## config.mk

```make
export PLATFORM = sky130hd
export DESIGN_NAME = sensor_heat_compensation_ema_unit
export DESIGN_NICKNAME = d
export VERILOG_FILES = /design/src/design/shc_pkg.sv /design/src/design/shc_ctrl.sv /design/src/design/shc_datapath.sv /design/src/design/sensor_heat_compensation_ema_unit.sv
export SDC_FILE = /design/constraint.sdc
export NUM_CORES = 1
export LEC_CHECK = 0
export ABC_AREA = 0
export ABC_CLOCK_PERIOD_IN_PS = 14200
export BUFFER_PORTS_ARGS = -buffer_cell sky130_fd_sc_hd__buf_2
export CAP_MARGIN = 5
export CORE_AREA = 5 5 204 206
export DETAILED_ROUTE_END_ITERATION = 12
export DIE_AREA = 0 0 209 211
export PLACE_DENSITY = 0.95
export SLEW_MARGIN = 5
export SYNTH_ARGS = -nofsm -noshare
export SYNTH_HDL_FRONTEND = slang
export SYNTH_SLANG_ARGS = --single-unit
```

## constraint.sdc

```tcl
create_clock -name clk_i -period 14.2 [get_ports clk_i]
set_clock_uncertainty 0.2 [all_clocks]
set_input_delay 2.84 -clock clk_i [delete_from_list [all_inputs] [get_ports clk_i]]
set_output_delay 2.84 -clock clk_i [all_outputs]
set_load 0.02 [all_outputs]
```

## src/design/shc_pkg.sv

```systemverilog
package shc_pkg;

  localparam int unsigned CfgIdxWidth  = 3;
  localparam int unsigned CfgDataWidth = 15;

  // Register map of the configuration port.
  typedef enum logic [CfgIdxWidth-1:0] {
    CFG_ROOM_OFFSET   = 3'd0,
    CFG_DIE_NOMINAL   = 3'd1,
    CFG_HEAT_FACTOR   = 3'd2,
    CFG_HEAT_COMP_CAP = 3'd3,
    CFG_RH_PER_DEGREE = 3'd4,
    CFG_SMOOTH_ALPHA  = 3'd5
  } cfg_idx_e;

  localparam logic signed [10:0] RoomOffsetRst  = -11'sd300;
  localparam logic signed [14:0] DieNominalRst  = 15'sd3000;
  localparam logic        [7:0]  HeatFactorRst  = 8'd64;
  localparam logic        [10:0] HeatCompCapRst = 11'd250;
  localparam logic        [7:0]  RhPerDegreeRst = 8'd72;
  localparam logic        [8:0]  SmoothAlphaRst = 9'd51;

  localparam logic signed [16:0] TempLow  = -17'sd4000;
  localparam logic signed [16:0] TempHigh = 17'sd8500;
  localparam logic signed [16:0] SatLow   = -17'sd16384;
  localparam logic signed [16:0] SatHigh  = 17'sd16383;
  localparam logic signed [22:0] HumMax   = 23'sd10000;
  localparam logic        [8:0]  AlphaOne = 9'd256;

  // Operand pairs of the shared multiplier.
  typedef enum logic [1:0] {
    MUL_HEAT = 2'd0,
    MUL_RH   = 2'd1,
    MUL_OLD  = 2'd2,
    MUL_NEW  = 2'd3
  } mul_op_e;

  typedef struct packed {
    logic    ld_in;
    logic    mul_en;
    mul_op_e mul_op;
    logic    ld_comp;
    logic    ld_temp;
    logic    ld_hum;
    logic    ld_acc;
    logic    ld_avg;
    logic    ld_out;
  } shc_cmd_t;

endpackage

```

## src/design/shc_ctrl.sv

```systemverilog
module shc_ctrl (
  input  logic              clk_i,
  input  logic              rst_ni,
  input  logic              in_valid_i,
  input  logic              reading_ok_i,
  output logic              in_ready_o,
  output logic              out_valid_o,
  input  logic              out_ready_i,
  output shc_pkg::shc_cmd_t cmd_o
);

  typedef enum logic [3:0] {
    ST_IDLE,
    ST_HEAT_MUL,
    ST_COMP,
    ST_CLAMP,
    ST_RH_MUL,
    ST_HUM,
    ST_OLD_MUL,
    ST_NEW_MUL,
    ST_AVG,
    ST_DONE
  } state_e;

  state_e state_q, state_d;
  logic   out_valid_q, out_valid_d;
  logic   out_free;

  assign in_ready_o  = (state_q == ST_IDLE);
  assign out_valid_o = out_valid_q;
  assign out_free    = !out_valid_q || out_ready_i;

  always_comb begin
    state_d     = state_q;
    out_valid_d = out_valid_q && !out_ready_i;
    cmd_o       = '0;
    cmd_o.mul_op = shc_pkg::MUL_HEAT;
    unique case (state_q)
      ST_IDLE: begin
        // A failed reading is taken and dropped without leaving idle.
        if (in_valid_i && reading_ok_i) begin
          cmd_o.ld_in = 1'b1;
          state_d     = ST_HEAT_MUL;
        end
      end
      ST_HEAT_MUL: begin
        cmd_o.mul_en = 1'b1;
        cmd_o.mul_op = shc_pkg::MUL_HEAT;
        state_d      = ST_COMP;
      end
      ST_COMP: begin
        cmd_o.ld_comp = 1'b1;
        state_d       = ST_CLAMP;
      end
      ST_CLAMP: begin
        cmd_o.ld_temp = 1'b1;
        state_d       = ST_RH_MUL;
      end
      ST_RH_MUL: begin
        cmd_o.mul_en = 1'b1;
        cmd_o.mul_op = shc_pkg::MUL_RH;
        state_d      = ST_HUM;
      end
      ST_HUM: begin
        cmd_o.ld_hum = 1'b1;
        state_d      = ST_OLD_MUL;
      end
      ST_OLD_MUL: begin
        cmd_o.mul_en = 1'b1;
        cmd_o.mul_op = shc_pkg::MUL_OLD;
        state_d      = ST_NEW_MUL;
      end
      ST_NEW_MUL: begin
        cmd_o.mul_en = 1'b1;
        cmd_o.mul_op = shc_pkg::MUL_NEW;
        cmd_o.ld_acc = 1'b1;
        state_d      = ST_AVG;
      end
      ST_AVG: begin
        cmd_o.ld_avg = 1'b1;
        state_d      = ST_DONE;
      end
      ST_DONE: begin
        // Hold the finished result until the output register is free.
        if (out_free) begin
          cmd_o.ld_out = 1'b1;
          out_valid_d  = 1'b1;
          state_d      = ST_IDLE;
        end
      end
      default: begin
        state_d = ST_IDLE;
      end
    endcase
  end

  always_ff @(posedge clk_i or negedge rst_ni) begin
    if (!rst_ni) begin
      state_q     <= ST_IDLE;
      out_valid_q <= 1'b0;
    end else begin
      state_q     <= state_d;
      out_valid_q <= out_valid_d;
    end
  end

endmodule

```

## src/design/shc_datapath.sv

```systemverilog
module shc_datapath (
  input  logic                                 clk_i,
  input  logic                                 rst_ni,
  input  logic                                 cfg_we_i,
  input  logic [shc_pkg::CfgIdxWidth-1:0]      cfg_idx_i,
  input  logic [shc_pkg::CfgDataWidth-1:0]     cfg_wdata_i,
  input  shc_pkg::shc_cmd_t                    cmd_i,
  input  logic signed [14:0]                   raw_temperature_i,
  input  logic        [13:0]                   raw_humidity_i,
  input  logic        [16:0]                   pressure_in_i,
  input  logic signed [14:0]                   die_temperature_i,
  input  logic                                 die_valid_i,
  output logic signed [14:0]                   temperature_out_o,
  output logic        [13:0]                   humidity_out_o,
  output logic        [16:0]                   pressure_out_o,
  output logic        [10:0]                   heat_comp_applied_o
);

  // Configuration registers.
  logic signed [10:0] room_q;
  logic signed [14:0] nom_q;
  logic        [7:0]  hf_q;
  logic        [10:0] cap_q;
  logic        [7:0]  rh_q;
  logic        [8:0]  alpha_q;

  // Item registers.
  logic signed [14:0] rt_q;
  logic        [13:0] hum_q;
  logic        [16:0] press_q;
  logic               dv_q;
  logic signed [15:0] t0_q, t0_d;
  logic signed [16:0] exc_q, exc_d;
  logic signed [32:0] prod_q, prod_d;
  logic signed [32:0] acc_q;
  logic        [10:0] comp_q, comp_d;
  logic signed [14:0] t_q, t_d;
  logic signed [16:0] err_q, err_d;
  logic        [21:0] hs_q, hs_d;

  // Moving average state.
  logic        [21:0] avg_q, avg_d;
  logic               primed_q;

  // Output register.
  logic signed [14:0] temp_out_q;
  logic        [13:0] hum_out_q;
  logic        [16:0] press_out_q;
  logic        [10:0] comp_out_q;

  logic signed [22:0] mul_a;
  logic signed [9:0]  mul_b;
  logic        [8:0]  alpha_eff;
  logic signed [32:0] comp_raw;
  logic signed [32:0] cap_ext;
  logic               exc_pos;
  logic signed [16:0] t0_ext, comp_ext, diff;
  logic signed [16:0] t_clamped;
  logic signed [32:0] adj;
  logic signed [22:0] h_sum;
  logic        [13:0] h_clamped;
  logic signed [32:0] avg_sum;

  always_ff @(posedge clk_i or negedge rst_ni) begin
    if (!rst_ni) begin
      room_q  <= shc_pkg::RoomOffsetRst;
      nom_q   <= shc_pkg::DieNominalRst;
      hf_q    <= shc_pkg::HeatFactorRst;
      cap_q   <= shc_pkg::HeatCompCapRst;
      rh_q    <= shc_pkg::RhPerDegreeRst;
      alpha_q <= shc_pkg::SmoothAlphaRst;
    end else if (cfg_we_i) begin
      unique case (cfg_idx_i)
        shc_pkg::CFG_ROOM_OFFSET:   room_q  <= cfg_wdata_i[10:0];
        shc_pkg::CFG_DIE_NOMINAL:   nom_q   <= cfg_wdata_i[14:0];
        shc_pkg::CFG_HEAT_FACTOR:   hf_q    <= cfg_wdata_i[7:0];
        shc_pkg::CFG_HEAT_COMP_CAP: cap_q   <= cfg_wdata_i[10:0];
        shc_pkg::CFG_RH_PER_DEGREE: rh_q    <= cfg_wdata_i[7:0];
        shc_pkg::CFG_SMOOTH_ALPHA:  alpha_q <= cfg_wdata_i[8:0];
        default: ;
      endcase
    end
  end

  assign t0_d  = 16'(raw_temperature_i) + 16'(room_q);
  assign exc_d = 17'(die_temperature_i) - 17'(nom_q);

  assign alpha_eff = (alpha_q > shc_pkg::AlphaOne) ? shc_pkg::AlphaOne : alpha_q;

  // One multiplier serves the heating term, the humidity error and both
  // halves of the moving average.
  always_comb begin
    case (cmd_i.mul_op)
      shc_pkg::MUL_HEAT: begin
        mul_a = 23'(exc_q);
        mul_b = signed'({2'b00, hf_q});
      end
      shc_pkg::MUL_RH: begin
        mul_a = 23'(err_q);
        mul_b = signed'({2'b00, rh_q});
      end
      shc_pkg::MUL_OLD: begin
        mul_a = signed'({1'b0, avg_q});
        mul_b = signed'({1'b0, shc_pkg::AlphaOne - alpha_eff});
      end
      default: begin
        mul_a = signed'({1'b0, hs_q});
        mul_b = signed'({1'b0, alpha_eff});
      end
    endcase
  end

  assign prod_d = mul_a * mul_b;

  // Self-heating term, capped.
  assign comp_raw = prod_q >>> 8;
  assign cap_ext  = signed'({22'd0, cap_q});
  assign exc_pos  = !exc_q[16] && (exc_q != '0);

  always_comb begin
    if (dv_q && exc_pos) begin
      comp_d = (comp_raw > cap_ext) ? cap_q : comp_raw[10:0];
    end else begin
      comp_d = '0;
    end
  end

  // Corrected temperature: range clamp with a die reading, saturation without.
  assign t0_ext   = 17'(t0_q);
  assign comp_ext = signed'({6'd0, comp_q});
  assign diff     = t0_ext - comp_ext;

  always_comb begin
    if (dv_q) begin
      if (diff < shc_pkg::TempLow) begin
        t_clamped = shc_pkg::TempLow;
      end else if (diff > shc_pkg::TempHigh) begin
        t_clamped = shc_pkg::TempHigh;
      end else begin
        t_clamped = diff;
      end
    end else begin
      if (diff < shc_pkg::SatLow) begin
        t_clamped = shc_pkg::SatLow;
      end else if (diff > shc_pkg::SatHigh) begin
        t_clamped = shc_pkg::SatHigh;
      end else begin
        t_clamped = diff;
      end
    end
  end

  assign t_d   = t_clamped[14:0];
  assign err_d = 17'(rt_q) - 17'(t_d);

  // Humidity correction; the arithmetic shift floors the product.
  assign adj   = prod_q >>> 4;
  assign h_sum = signed'({9'd0, hum_q}) + adj[22:0];

  always_comb begin
    if (h_sum < 0) begin
      h_clamped = '0;
    end else if (h_sum > shc_pkg::HumMax) begin
      h_clamped = shc_pkg::HumMax[13:0];
    end else begin
      h_clamped = h_sum[13:0];
    end
  end

  assign hs_d    = {h_clamped, 8'd0};
  assign avg_sum = acc_q + prod_q;
  assign avg_d   = avg_sum[29:8];

  always_ff @(posedge clk_i) begin
    if (cmd_i.ld_in) begin
      rt_q    <= raw_temperature_i;
      hum_q   <= raw_humidity_i;
      press_q <= pressure_in_i;
      dv_q    <= die_valid_i;
      t0_q    <= t0_d;
      exc_q   <= exc_d;
    end
    if (cmd_i.mul_en) begin
      prod_q <= prod_d;
    end
    if (cmd_i.ld_acc) begin
      acc_q <= prod_q;
    end
    if (cmd_i.ld_comp) begin
      comp_q <= comp_d;
    end
    if (cmd_i.ld_temp) begin
      t_q   <= t_d;
      err_q <= err_d;
    end
    if (cmd_i.ld_hum) begin
      hs_q <= hs_d;
    end
    if (cmd_i.ld_out) begin
      temp_out_q  <= t_q;
      hum_out_q   <= avg_q[21:8];
      press_out_q <= press_q;
      comp_out_q  <= comp_q;
    end
  end

  always_ff @(posedge clk_i or negedge rst_ni) begin
    if (!rst_ni) begin
      avg_q    <= '0;
      primed_q <= 1'b0;
    end else if (cmd_i.ld_hum && !primed_q) begin
      // The first good sample seeds the average.
      avg_q    <= hs_d;
      primed_q <= 1'b1;
    end else if (cmd_i.ld_avg) begin
      avg_q <= avg_d;
    end
  end

  assign temperature_out_o   = temp_out_q;
  assign humidity_out_o      = hum_out_q;
  assign pressure_out_o      = press_out_q;
  assign heat_comp_applied_o = comp_out_q;

endmodule

```

## src/design/sensor_heat_compensation_ema_unit.sv

```systemverilog
// Each good reading is walked by the controller through the single shared multiplier
// four times; its result is registered once the output register is free, and no new
// reading is taken until the controller is back in idle.
// A failed reading is taken without leaving idle and yields no result.
// Reset is asynchronous and active low; it restores the register defaults
// and clears the humidity average and its primed flag.
module sensor_heat_compensation_ema_unit (
  input  logic                             clk_i,
  input  logic                             rst_ni,
  input  logic                             cfg_we_i,
  input  logic [shc_pkg::CfgIdxWidth-1:0]  cfg_idx_i,
  input  logic [shc_pkg::CfgDataWidth-1:0] cfg_wdata_i,
  input  logic                             in_valid_i,
  output logic                             in_ready_o,
  input  logic                             reading_ok_i,
  input  logic signed [14:0]               raw_temperature_i,
  input  logic        [13:0]               raw_humidity_i,
  input  logic        [16:0]               pressure_in_i,
  input  logic signed [14:0]               die_temperature_i,
  input  logic                             die_valid_i,
  output logic                             out_valid_o,
  input  logic                             out_ready_i,
  output logic signed [14:0]               temperature_out_o,
  output logic        [13:0]               humidity_out_o,
  output logic        [16:0]               pressure_out_o,
  output logic        [10:0]               heat_comp_applied_o
);

  shc_pkg::shc_cmd_t cmd;

  shc_ctrl u_ctrl (
    .clk_i        (clk_i),
    .rst_ni       (rst_ni),
    .in_valid_i   (in_valid_i),
    .reading_ok_i (reading_ok_i),
    .in_ready_o   (in_ready_o),
    .out_valid_o  (out_valid_o),
    .out_ready_i  (out_ready_i),
    .cmd_o        (cmd)
  );

  shc_datapath u_datapath (
    .clk_i               (clk_i),
    .rst_ni              (rst_ni),
    .cfg_we_i            (cfg_we_i),
    .cfg_idx_i           (cfg_idx_i),
    .cfg_wdata_i         (cfg_wdata_i),
    .cmd_i               (cmd),
    .raw_temperature_i   (raw_temperature_i),
    .raw_humidity_i      (raw_humidity_i),
    .pressure_in_i       (pressure_in_i),
    .die_temperature_i   (die_temperature_i),
    .die_valid_i         (die_valid_i),
    .temperature_out_o   (temperature_out_o),
    .humidity_out_o      (humidity_out_o),
    .pressure_out_o      (pressure_out_o),
    .heat_comp_applied_o (heat_comp_applied_o)
  );

endmodule

```

==> metrics.log, run 1 <==
[metrics] most frequent cells in the layout: 278 x sky130_fd_sc_hd__inv_1, 255 x sky130_fd_sc_hd__edfxtp_1, 241 x sky130_fd_sc_hd__nor2_1
[metrics] core box area: 39460 um^2
[metrics] cell area after technology mapping: 25420 um^2
[metrics] top layer used by detailed routing: met5
[metrics] shortest clock period the worst path allows after layout: 9.097 ns
[metrics] Post-synth EDFFs: between 200 and 300
[metrics] most common cell after layout, fill and taps aside: sky130_fd_sc_hd__inv_1
[metrics] commonest register cell after synthesis: sky130_fd_sc_hd__edfxtp_1
[metrics] number of CTS-inserted buffers: 37
[metrics] via count of the first global-routing pass: 20010
[metrics] Routed wire per std cell: between 20 and 25 um
[metrics] Setup TNS Final: 0 ns
[metrics] antenna violations before repair: 0
[metrics] number of hold-slack violations in the final timing report: 0
[metrics] unrepaired setup endpoints after global routing: no
[metrics] Hold Worst Slack: between 0.2 and 0.25 ns
[metrics] GPL Wtd Cong: 1.006
[metrics] Die Y: 211 um
[metrics] clock tree from TritonCTS: yes
[metrics] number of top-level pins: 145
[metrics] post-route fraction of the period consumed by the critical path: 64.06%
[metrics] Critical Path Source Type: flop
[metrics] initial core utilization: 64.43%
[metrics] post-detailed-route DRC marker count: 0
[metrics] # setup viols final: 0
[metrics] global router's overall resource usage: 31.46%
[metrics] Clock Pin Slew Worst Setup and Hold Paths: 0.06 ns
[metrics] max-capacitance violation count: 0
[metrics] cell count after synthesis: roughly 2400
[metrics] CP max stage delay: 0.98 ns
[metrics] Post-layout nets: 2988
[metrics] Max Clk Rate: ~110 MHz
[metrics] layout cells sized above 1: 13.79%
[metrics] width of the die: 209 um
[metrics] CTS root buf: sky130_fd_sc_hd__clkbuf_16
[metrics] insertion delay of the later-clocked pin in the worst-skew pair: roughly 0.55 ns
[metrics] global route overflow: 0
[metrics] Post-CTS Resized: 0
[metrics] number of warnings printed during yosys synthesis: 0
[metrics] result of the run: finished clean
[metrics] Critical Path Sink Type: flop
[metrics] routed wire length on met3: 7.196 mm
[metrics] residual antenna-violating net count after detailed routing: 0
[metrics] die area: roughly 44000 um^2
[metrics] total length of routed met2 wires: 32.33 mm
[metrics] number of setup buffers added after CTS: 0
[metrics] number of detailed-route iterations in the first pass: 8
[metrics] first-pass GRT wire length: 109.9 mm
[metrics] library cells used by synthesis: 100
[metrics] fraction of the yosys area taken by sequential cells: 39.11%
[metrics] total count of max-transition violations in the final report: 0
[metrics] type of the worst min-delay path: flop to flop
[metrics] row cnt: 73
[metrics] syn_nets: 2855
[metrics] highest net fanout along the worst path: 28
[metrics] first-iteration detailed-routing DRC count: 2343
[metrics] critical path class: flop to flop
[metrics] Post-Syn Area per Cell: 10.54 um^2
[metrics] largest net degree at the start of global routing: 58
[metrics] required arrival time at the worst endpoint: 14.30 ns
[metrics] proportion of register bits with asynchronous set or reset after synthesis: about a quarter
[metrics] total number of clock tree sinks: about 350
[metrics] relative slew slack: 16.58%
[metrics] count of input and output buffers: 144
[metrics] routed vias: 19880
[metrics] Arr. time, crit path: 9.20 ns
[metrics] total number of H-tree levels: 2
[metrics] HPWL after detailed placement: 52.82 mm
[metrics] Via-to-Cell Ratio: 6.414
[metrics] cell with the biggest individual delay on the critical path: sky130_fd_sc_hd__a21oi_1
[metrics] antenna fix cells: 0
[metrics] WL met1: 27.14 mm
[metrics] hold-fix buffers at CTS: 0
[metrics] clock buffer depth: 3
[metrics] Routed Wire Length: roughly 70 mm
[metrics] measured slew at the worst slew-check pin: 1.251 ns
[metrics] post-synthesis register bit count: between 300 and 400
[metrics] worst-case register-to-register setup slack: 5.10 ns
[metrics] synth-to-layout area growth: 10.13%
==> cell usage after synthesis, types with 37 or more instances <==
master                     instances  area (um^2)
sky130_fd_sc_hd__a21o_1           38        285.3
sky130_fd_sc_hd__a21oi_1         108        540.5
sky130_fd_sc_hd__clkbuf_1         56        210.2
sky130_fd_sc_hd__dfrtp_1          64         1602
sky130_fd_sc_hd__edfxtp_1        255         7657
sky130_fd_sc_hd__fa_1            176         3523
sky130_fd_sc_hd__ha_1            181         2265
sky130_fd_sc_hd__inv_1           278         1044
sky130_fd_sc_hd__mux2_2           52        585.6
sky130_fd_sc_hd__nand2_1         188        705.7
sky130_fd_sc_hd__nand3_1          47        235.2
sky130_fd_sc_hd__nor2_1          243        912.1
sky130_fd_sc_hd__nor3_1           50        250.2
sky130_fd_sc_hd__o21ai_0          76        380.4
sky130_fd_sc_hd__xnor2_1          73        639.4
sky130_fd_sc_hd__xor2_1           37        324.1
==> through the flow <==
step,util [%],std cells,cell area [um^2],setup WS [ns]
after global placement,67.64,3031,26690,5.558
after detailed placement,67.64,3031,26690,5.283
after global routing,70.96,3099,28000,4.397
final,70.96,3099,28000,5.103
after floorplan,-,2412,25420,6.671
after CTS,70.96,3099,28000,5.239
==> metal layers <==
layer / up-vias / global-route usage, %
met4: 2 / 12.24
met1: 9649 / 42.11
met5: - / 0.9698
met3: 241 / 6.550
li1: 8712 / -
met2: 1273 / 51.10
==> worst max-delay path, delay by kind of cell (launching register included) <==
| family | cells | cell delay (ns) |
|---|---|---|
| flops | 1 | 0.84 |
| fa+ha+maj | 6 | 2.94 |
| simple gates | 2 | 0.24 |
| compound gates | 11 | 3.46 |
| xor+xnor | 1 | 0.07 |
| buf+inv | 6 | 1.07 |
==> kinds of logic (layout without fill, tap and decap cells) <==
family,count (synthesis),count (layout),share of synthesized area [%]
AND/OR/NAND/NOR,709,709,13.03
buffers and inverters,348,510,5.247
AO/OA/AOI/OAI,477,477,13.22
adder cells (fa/ha/maj),357,357,22.77
flip-flops,345,345,39.11
multiplexers,63,63,2.737
XOR/XNOR,111,111,3.854
other,2,2,0.02954
==> final cells by class <==
type | instances | area, um^2
Clock buffer | 48 | 1062
Clock inverter | 20 | 246.5
Fill cell | 2712 | 11460
Inverter | 279 | 1047
Multi-Input combinational cell | 1719 | 14180
Sequential cell | 345 | 9942
Tap cell | 525 | 656.9
Timing Repair Buffer | 163 | 865.8
==> worst paths after layout <==
check                                                   end          startpoint  cells past startpoint
max                                   u_datapath.prod_q[31]   u_ctrl.state_q[1]                     26
min                        u_datapath.temperature_out_o[13]  u_datapath.t_q[13]                      0
max reg2reg                           u_datapath.prod_q[31]   u_ctrl.state_q[1]                     26
min reg2reg                u_datapath.temperature_out_o[13]  u_datapath.t_q[13]                      0
max in group asynchronous               u_datapath.avg_q[8]              rst_ni                      2
min in group asynchronous              u_datapath.nom_q[14]              rst_ni                      1
==> sequential cells by signal (all words and copies together) (netlist names), 15 cells and up <==
signal                        cells
u_datapath.nom_q                 15
u_datapath.t0_q                  16
u_datapath.pressure_out_o        17
u_datapath.prod_q                33
u_datapath.temperature_out_o     15
u_datapath.rt_q                  15
u_datapath.press_q               17
u_datapath.err_q                 16
u_datapath.t_q                   15
u_datapath.avg_q                 22
u_datapath.exc_q                 16
u_datapath.acc_q                 30
Power of run 1 is not shown: default switching activity piles up to over one toggle a cycle in this logic, so the estimate is an artifact.
==> run 2, diff against run 1 <==
--- a/config.mk
+++ b/config.mk
@@ -5,14 +5,14 @@
 export SDC_FILE = /design/constraint.sdc
 export NUM_CORES = 1
 export LEC_CHECK = 0
-export ABC_AREA = 0
-export ABC_CLOCK_PERIOD_IN_PS = 14200
+export ABC_AREA = 1
+export ABC_CLOCK_PERIOD_IN_PS = 8600
 export BUFFER_PORTS_ARGS = -buffer_cell sky130_fd_sc_hd__buf_2
 export CAP_MARGIN = 5
-export CORE_AREA = 5 5 204 206
+export CORE_AREA = 5 5 211 213
 export DETAILED_ROUTE_END_ITERATION = 12
-export DIE_AREA = 0 0 209 211
-export PLACE_DENSITY = 0.95
+export DIE_AREA = 0 0 216 218
+export PLACE_DENSITY = 0.92
 export SLEW_MARGIN = 5
 export SYNTH_ARGS = -nofsm -noshare
 export SYNTH_HDL_FRONTEND = slang
==> constraint.sdc (replaced) <==
create_clock -name clk_i -period 8.6 [get_ports clk_i]
set_clock_uncertainty 0.2 [all_clocks]
set_input_delay 1.72 -clock clk_i [delete_from_list [all_inputs] [get_ports clk_i]]
set_output_delay 1.72 -clock clk_i [all_outputs]
set_load 0.02 [all_outputs]
==> run 2 against run 1 <==
  * Flip-flop and latch count unchanged
  * Global-route usage down 0.90 points
  * Design area up 3.2%
  * Hold slack better by 0.0046 ns
  * Via count up 8.9%
  * Register-to-register slack worse by 4.2 ns
  * Maximum frequency up 18%
  * Sequential share of layout area down 1.1 points
  * Die area up 6.8%
  * Routed wire length up 3.1%
  * Critical path type unchanged
  * Critical path depth up 2
  * First-iteration DRC count up 19%
  * Critical endpoint is now u_datapath.prod_q[32]
==> metrics.log, run 2 <==
[metrics] post-route fraction of the period consumed by the critical path: 89.98% (+26 points)
[metrics] filler cell count: 3274 (+21%)
[metrics] share of the synthesized area in the top cell type: 29.10% (-1.0 points)
[metrics] Via-to-Cell Ratio: 5.782 (-9.9%)
[metrics] number of setup buffers added after CTS: 0 (unchanged)
[metrics] Cells on Worst Hold Path: 0 (unchanged)
[metrics] met1 track demand over resource in global routing: 42.89% (+0.78 points)
[metrics] GPL Wtd Cong: 1.004 (-0.16%)
[metrics] number of detailed-route iterations in the first pass: 5 (-3)
[metrics] largest registers: u_datapath.prod_q (33), u_datapath.acc_q (30), u_datapath.avg_q (22)
[metrics] Max Clk Rate: 129.2 MHz (+18%)
[metrics] CTS root buf: sky130_fd_sc_hd__clkbuf_16
[metrics] most frequent cells after synthesis: 688 x sky130_fd_sc_hd__nand2_1, 541 x sky130_fd_sc_hd__inv_1, 255 x sky130_fd_sc_hd__edfxtp_1, 251 x sky130_fd_sc_hd__nor2_1, 181 x sky130_fd_sc_hd__ha_1
[metrics] global route overflow: 0 (unchanged)
[metrics] Post-layout nets: 3610 (+21%)
[metrics] Post-Syn Area per Cell: 8.733 um^2 (-17%)
[metrics] met2 track demand over resource: 47.77% (-3.3 points)
[metrics] met3 routing resource usage after global routing: 6.192% (-0.36 points)
[metrics] max FFs per register: 33 (unchanged)
[metrics] Routed wire per std cell: 19.29 um (-15%)
[metrics] relative slew slack: 26.07% (+9.5 points)
[metrics] library cells used by synthesis: 64 (-36%)
[metrics] width of the die: 216 um (+3.3%)
[metrics] total number of clock tree sinks: 345 (unchanged)
[metrics] type of the worst min-delay path: flop to flop
[metrics] # setup viols final: 0 (unchanged)
[metrics] via count of the first global-routing pass: 20990 (+4.9%)
[metrics] syn_nets: 3456 (+21%)
[metrics] FF-to-FF End: u_datapath.prod_q[32]
[metrics] core box area: 42510 um^2 (+7.7%)
[metrics] row cnt: 76 (+4.1%)
[metrics] commonest register cell after synthesis: sky130_fd_sc_hd__edfxtp_1
[metrics] number of warnings printed during yosys synthesis: 0 (unchanged)
[metrics] Post-CTS Resized: 0 (unchanged)
[metrics] count of input and output buffers: 144 (unchanged)
[metrics] hold_sp: u_datapath.press_q[6]
[metrics] insertion delay of the later-clocked pin in the worst-skew pair: 0.56 ns (about the same)
[metrics] number of CTS-inserted buffers: 38 (+2.7%)
[metrics] max-capacitance violation count: 0 (unchanged)
[metrics] clock tree from TritonCTS: yes
[metrics] residual antenna-violating net count after detailed routing: 0 (unchanged)
[metrics] Clock Pin Slew Worst Setup and Hold Paths: 0.06 ns (about the same)
[metrics] layout cells sized above 1: 9.984% (-3.8 points)
[metrics] Synth area leaders: sky130_fd_sc_hd__edfxtp_1 29%, sky130_fd_sc_hd__fa_1 13%, sky130_fd_sc_hd__nand2_1 9.8%
[metrics] area occupied by registers: 9942 um^2 (unchanged)
[metrics] highest net fanout along the worst path: 37 (+32%)
[metrics] unrepaired setup endpoints after global routing: no
[metrics] end of the worst hold path: u_datapath.pressure_out_o[6]
[metrics] shortest clock period the worst path allows after layout: 7.738 ns (-1.358 ns)
[metrics] post-synthesis register bit count: 345 (unchanged)
[metrics] antenna violations before repair: 0 (unchanged)
[metrics] Setup TNS Final: 0 ns (unchanged)
[metrics] total area of multi-input combinational cells: 14090 um^2 (-0.63%)
[metrics] CP max stage delay: 0.67 ns (-0.31 ns)
[metrics] most common cell after layout, fill and taps aside: sky130_fd_sc_hd__nand2_1
[metrics] total count of max-transition violations in the final report: 0 (unchanged)
[metrics] routing layer with the top usage in global route: met2
[metrics] Post-synth EDFFs: 255 (unchanged)
[metrics] cell depth of the worst flop-to-flop path: 28 (+7.7%)
[metrics] most area-hungry cell type in the Yosys netlist: sky130_fd_sc_hd__edfxtp_1
[metrics] cell count after synthesis: 3013 (+25%)
[metrics] global router's overall resource usage: 30.57% (-0.90 points)
[metrics] number of top-level pins: 145 (unchanged)
[metrics] critical path class: flop to flop
[metrics] HPWL after detailed placement: 56.08 mm (+6.2%)
[metrics] total number of H-tree levels: 2 (unchanged)
[metrics] measured slew at the worst slew-check pin: 1.109 ns (-0.1423 ns)
[metrics] first-pass GRT wire length: 113.4 mm (+3.2%)
[metrics] Critical Path Source Type: flop
[metrics] most numerous cell in the Yosys netlist: sky130_fd_sc_hd__nand2_1
[metrics] die area: 47090 um^2 (+6.8%)
[metrics] post-detailed-route DRC marker count: 0 (unchanged)
[metrics] result of the run: finished clean
[metrics] Arr. time, crit path: 7.85 ns (-1.35 ns)
[metrics] largest net degree at the start of global routing: 80 (+38%)
[metrics] hold-fix buffers at CTS: 0 (unchanged)
[metrics] cell mode on critical path: sky130_fd_sc_hd__nand2_1
[metrics] Routed Wire Length: 72.18 mm (+3.1%)
[metrics] proportion of register bits with asynchronous set or reset after synthesis: 26.09% (unchanged)
[metrics] initial core utilization: 61.90% (-2.5 points)
[metrics] cell with the biggest individual delay on the critical path: sky130_fd_sc_hd__nand2_1
[metrics] cell area after technology mapping: 26310 um^2 (+3.5%)
[metrics] launch point of the worst reg-to-reg path: u_ctrl.state_q[0]
[metrics] routed vias: 21640 (+8.9%)
[metrics] Critical Path Sink Type: flop
[metrics] clock buffer depth: 3 (unchanged)
[metrics] worst-case register-to-register setup slack: 0.86 ns (-4.24 ns)
[metrics] required arrival time at the worst endpoint: 8.71 ns (-5.59 ns)
[metrics] number of hold-slack violations in the final timing report: 0 (unchanged)
[metrics] first-iteration detailed-routing DRC count: 2791 (+19%)
[metrics] fraction of the yosys area taken by sequential cells: 37.78% (-1.3 points)
[metrics] synth-to-layout area growth: 9.781%
[metrics] most frequent cells in the layout: 688 x sky130_fd_sc_hd__nand2_1, 541 x sky130_fd_sc_hd__inv_1, 255 x sky130_fd_sc_hd__edfxtp_1
[metrics] Die Y: 218 um (+3.3%)
[metrics] register containing the most flip-flops in the final layout: u_datapath.prod_q
run 2: cell count changes in the layout (fill, tap and decap cells not counted), sizes merged, moves of 45 or more:
cell   change
inv      +272
nand2    +510
xnor2     -45
nand3     +89
mux2      -52
o21ai    +117
run 2: worst max-delay path by stage:
stage	end	start	cells after the start
2_1_floorplan	u_datapath.prod_q[32]	u_ctrl.state_q[3]	30
3_3_place_gp	u_datapath.prod_q[30]	u_ctrl.state_q[0]	27
3_5_place_dp	u_datapath.prod_q[32]	u_ctrl.state_q[0]	28
4_1_cts	u_datapath.prod_q[32]	u_ctrl.state_q[0]	28
5_1_grt	u_datapath.prod_q[32]	u_ctrl.state_q[0]	28
6_report	u_datapath.prod_q[32]	u_ctrl.state_q[0]	28
run 2: worst max-delay path, delay by kind of cell, from the launching register on:
kind / cells / cell delay [ns]
AND/OR/NAND/NOR: 12 / 2.10
buffers and inverters: 6 / 0.71
flip-flops: 1 / 0.66
adder cells (fa/ha/maj): 6 / 2.94
AO/OA/AOI/OAI: 4 / 0.84
run 2: cell families after synthesis:
group / count (synthesis) / synth area share (%)
flops: 345 / 37.78
fa+ha+maj: 357 / 22.00
other cells: 2 / 0.02854
compound gates: 432 / 9.339
buf+inv: 600 / 8.773
xor+xnor: 85 / 2.901
simple gates: 1192 / 19.18
run 2: per-layer routing:
metal | part of all wire [%] | routed length [um]
met1 | 40 | 29110
met2 | 45 | 32310
met3 | 11 | 7804
met4 | 4.1 | 2949
met5 | 0 | 0
run 2: layout make-up:
cell class              count  share of cell area [%]
flip-flops and latches    345                   34.42
diodes                      1                0.008663
inverters                 555                   7.229
clock inverters            15                  0.5847
well taps                 546                   2.365
clock buffers              53                   3.734
repair buffers            159                   2.893
multi-input cells        2068                   48.77
run 2: per-stage QoR:
| stage | util [%] | hold slack (ns) | instances | worst slack [ns] | instance area, um^2 |
|---|---|---|---|---|---|
| 6_report | 67.96 | 0.2181 | 3742 | 0.8616 | 28890 |
| 3_3_place_gp | 65.02 | 0.2003 | 3673 | 1.144 | 27640 |
| 2_1_floorplan | - | 0.2003 | 3013 | 1.636 | 26310 |
| 3_5_place_dp | 65.02 | 0.2045 | 3673 | 0.8835 | 27640 |
| 4_1_cts | 67.95 | 0.2182 | 3741 | 0.8929 | 28880 |
| 5_1_grt | 67.95 | 0.2255 | 3741 | 0.3080 | 28880 |
Power of run 2 is left out for the same reason.
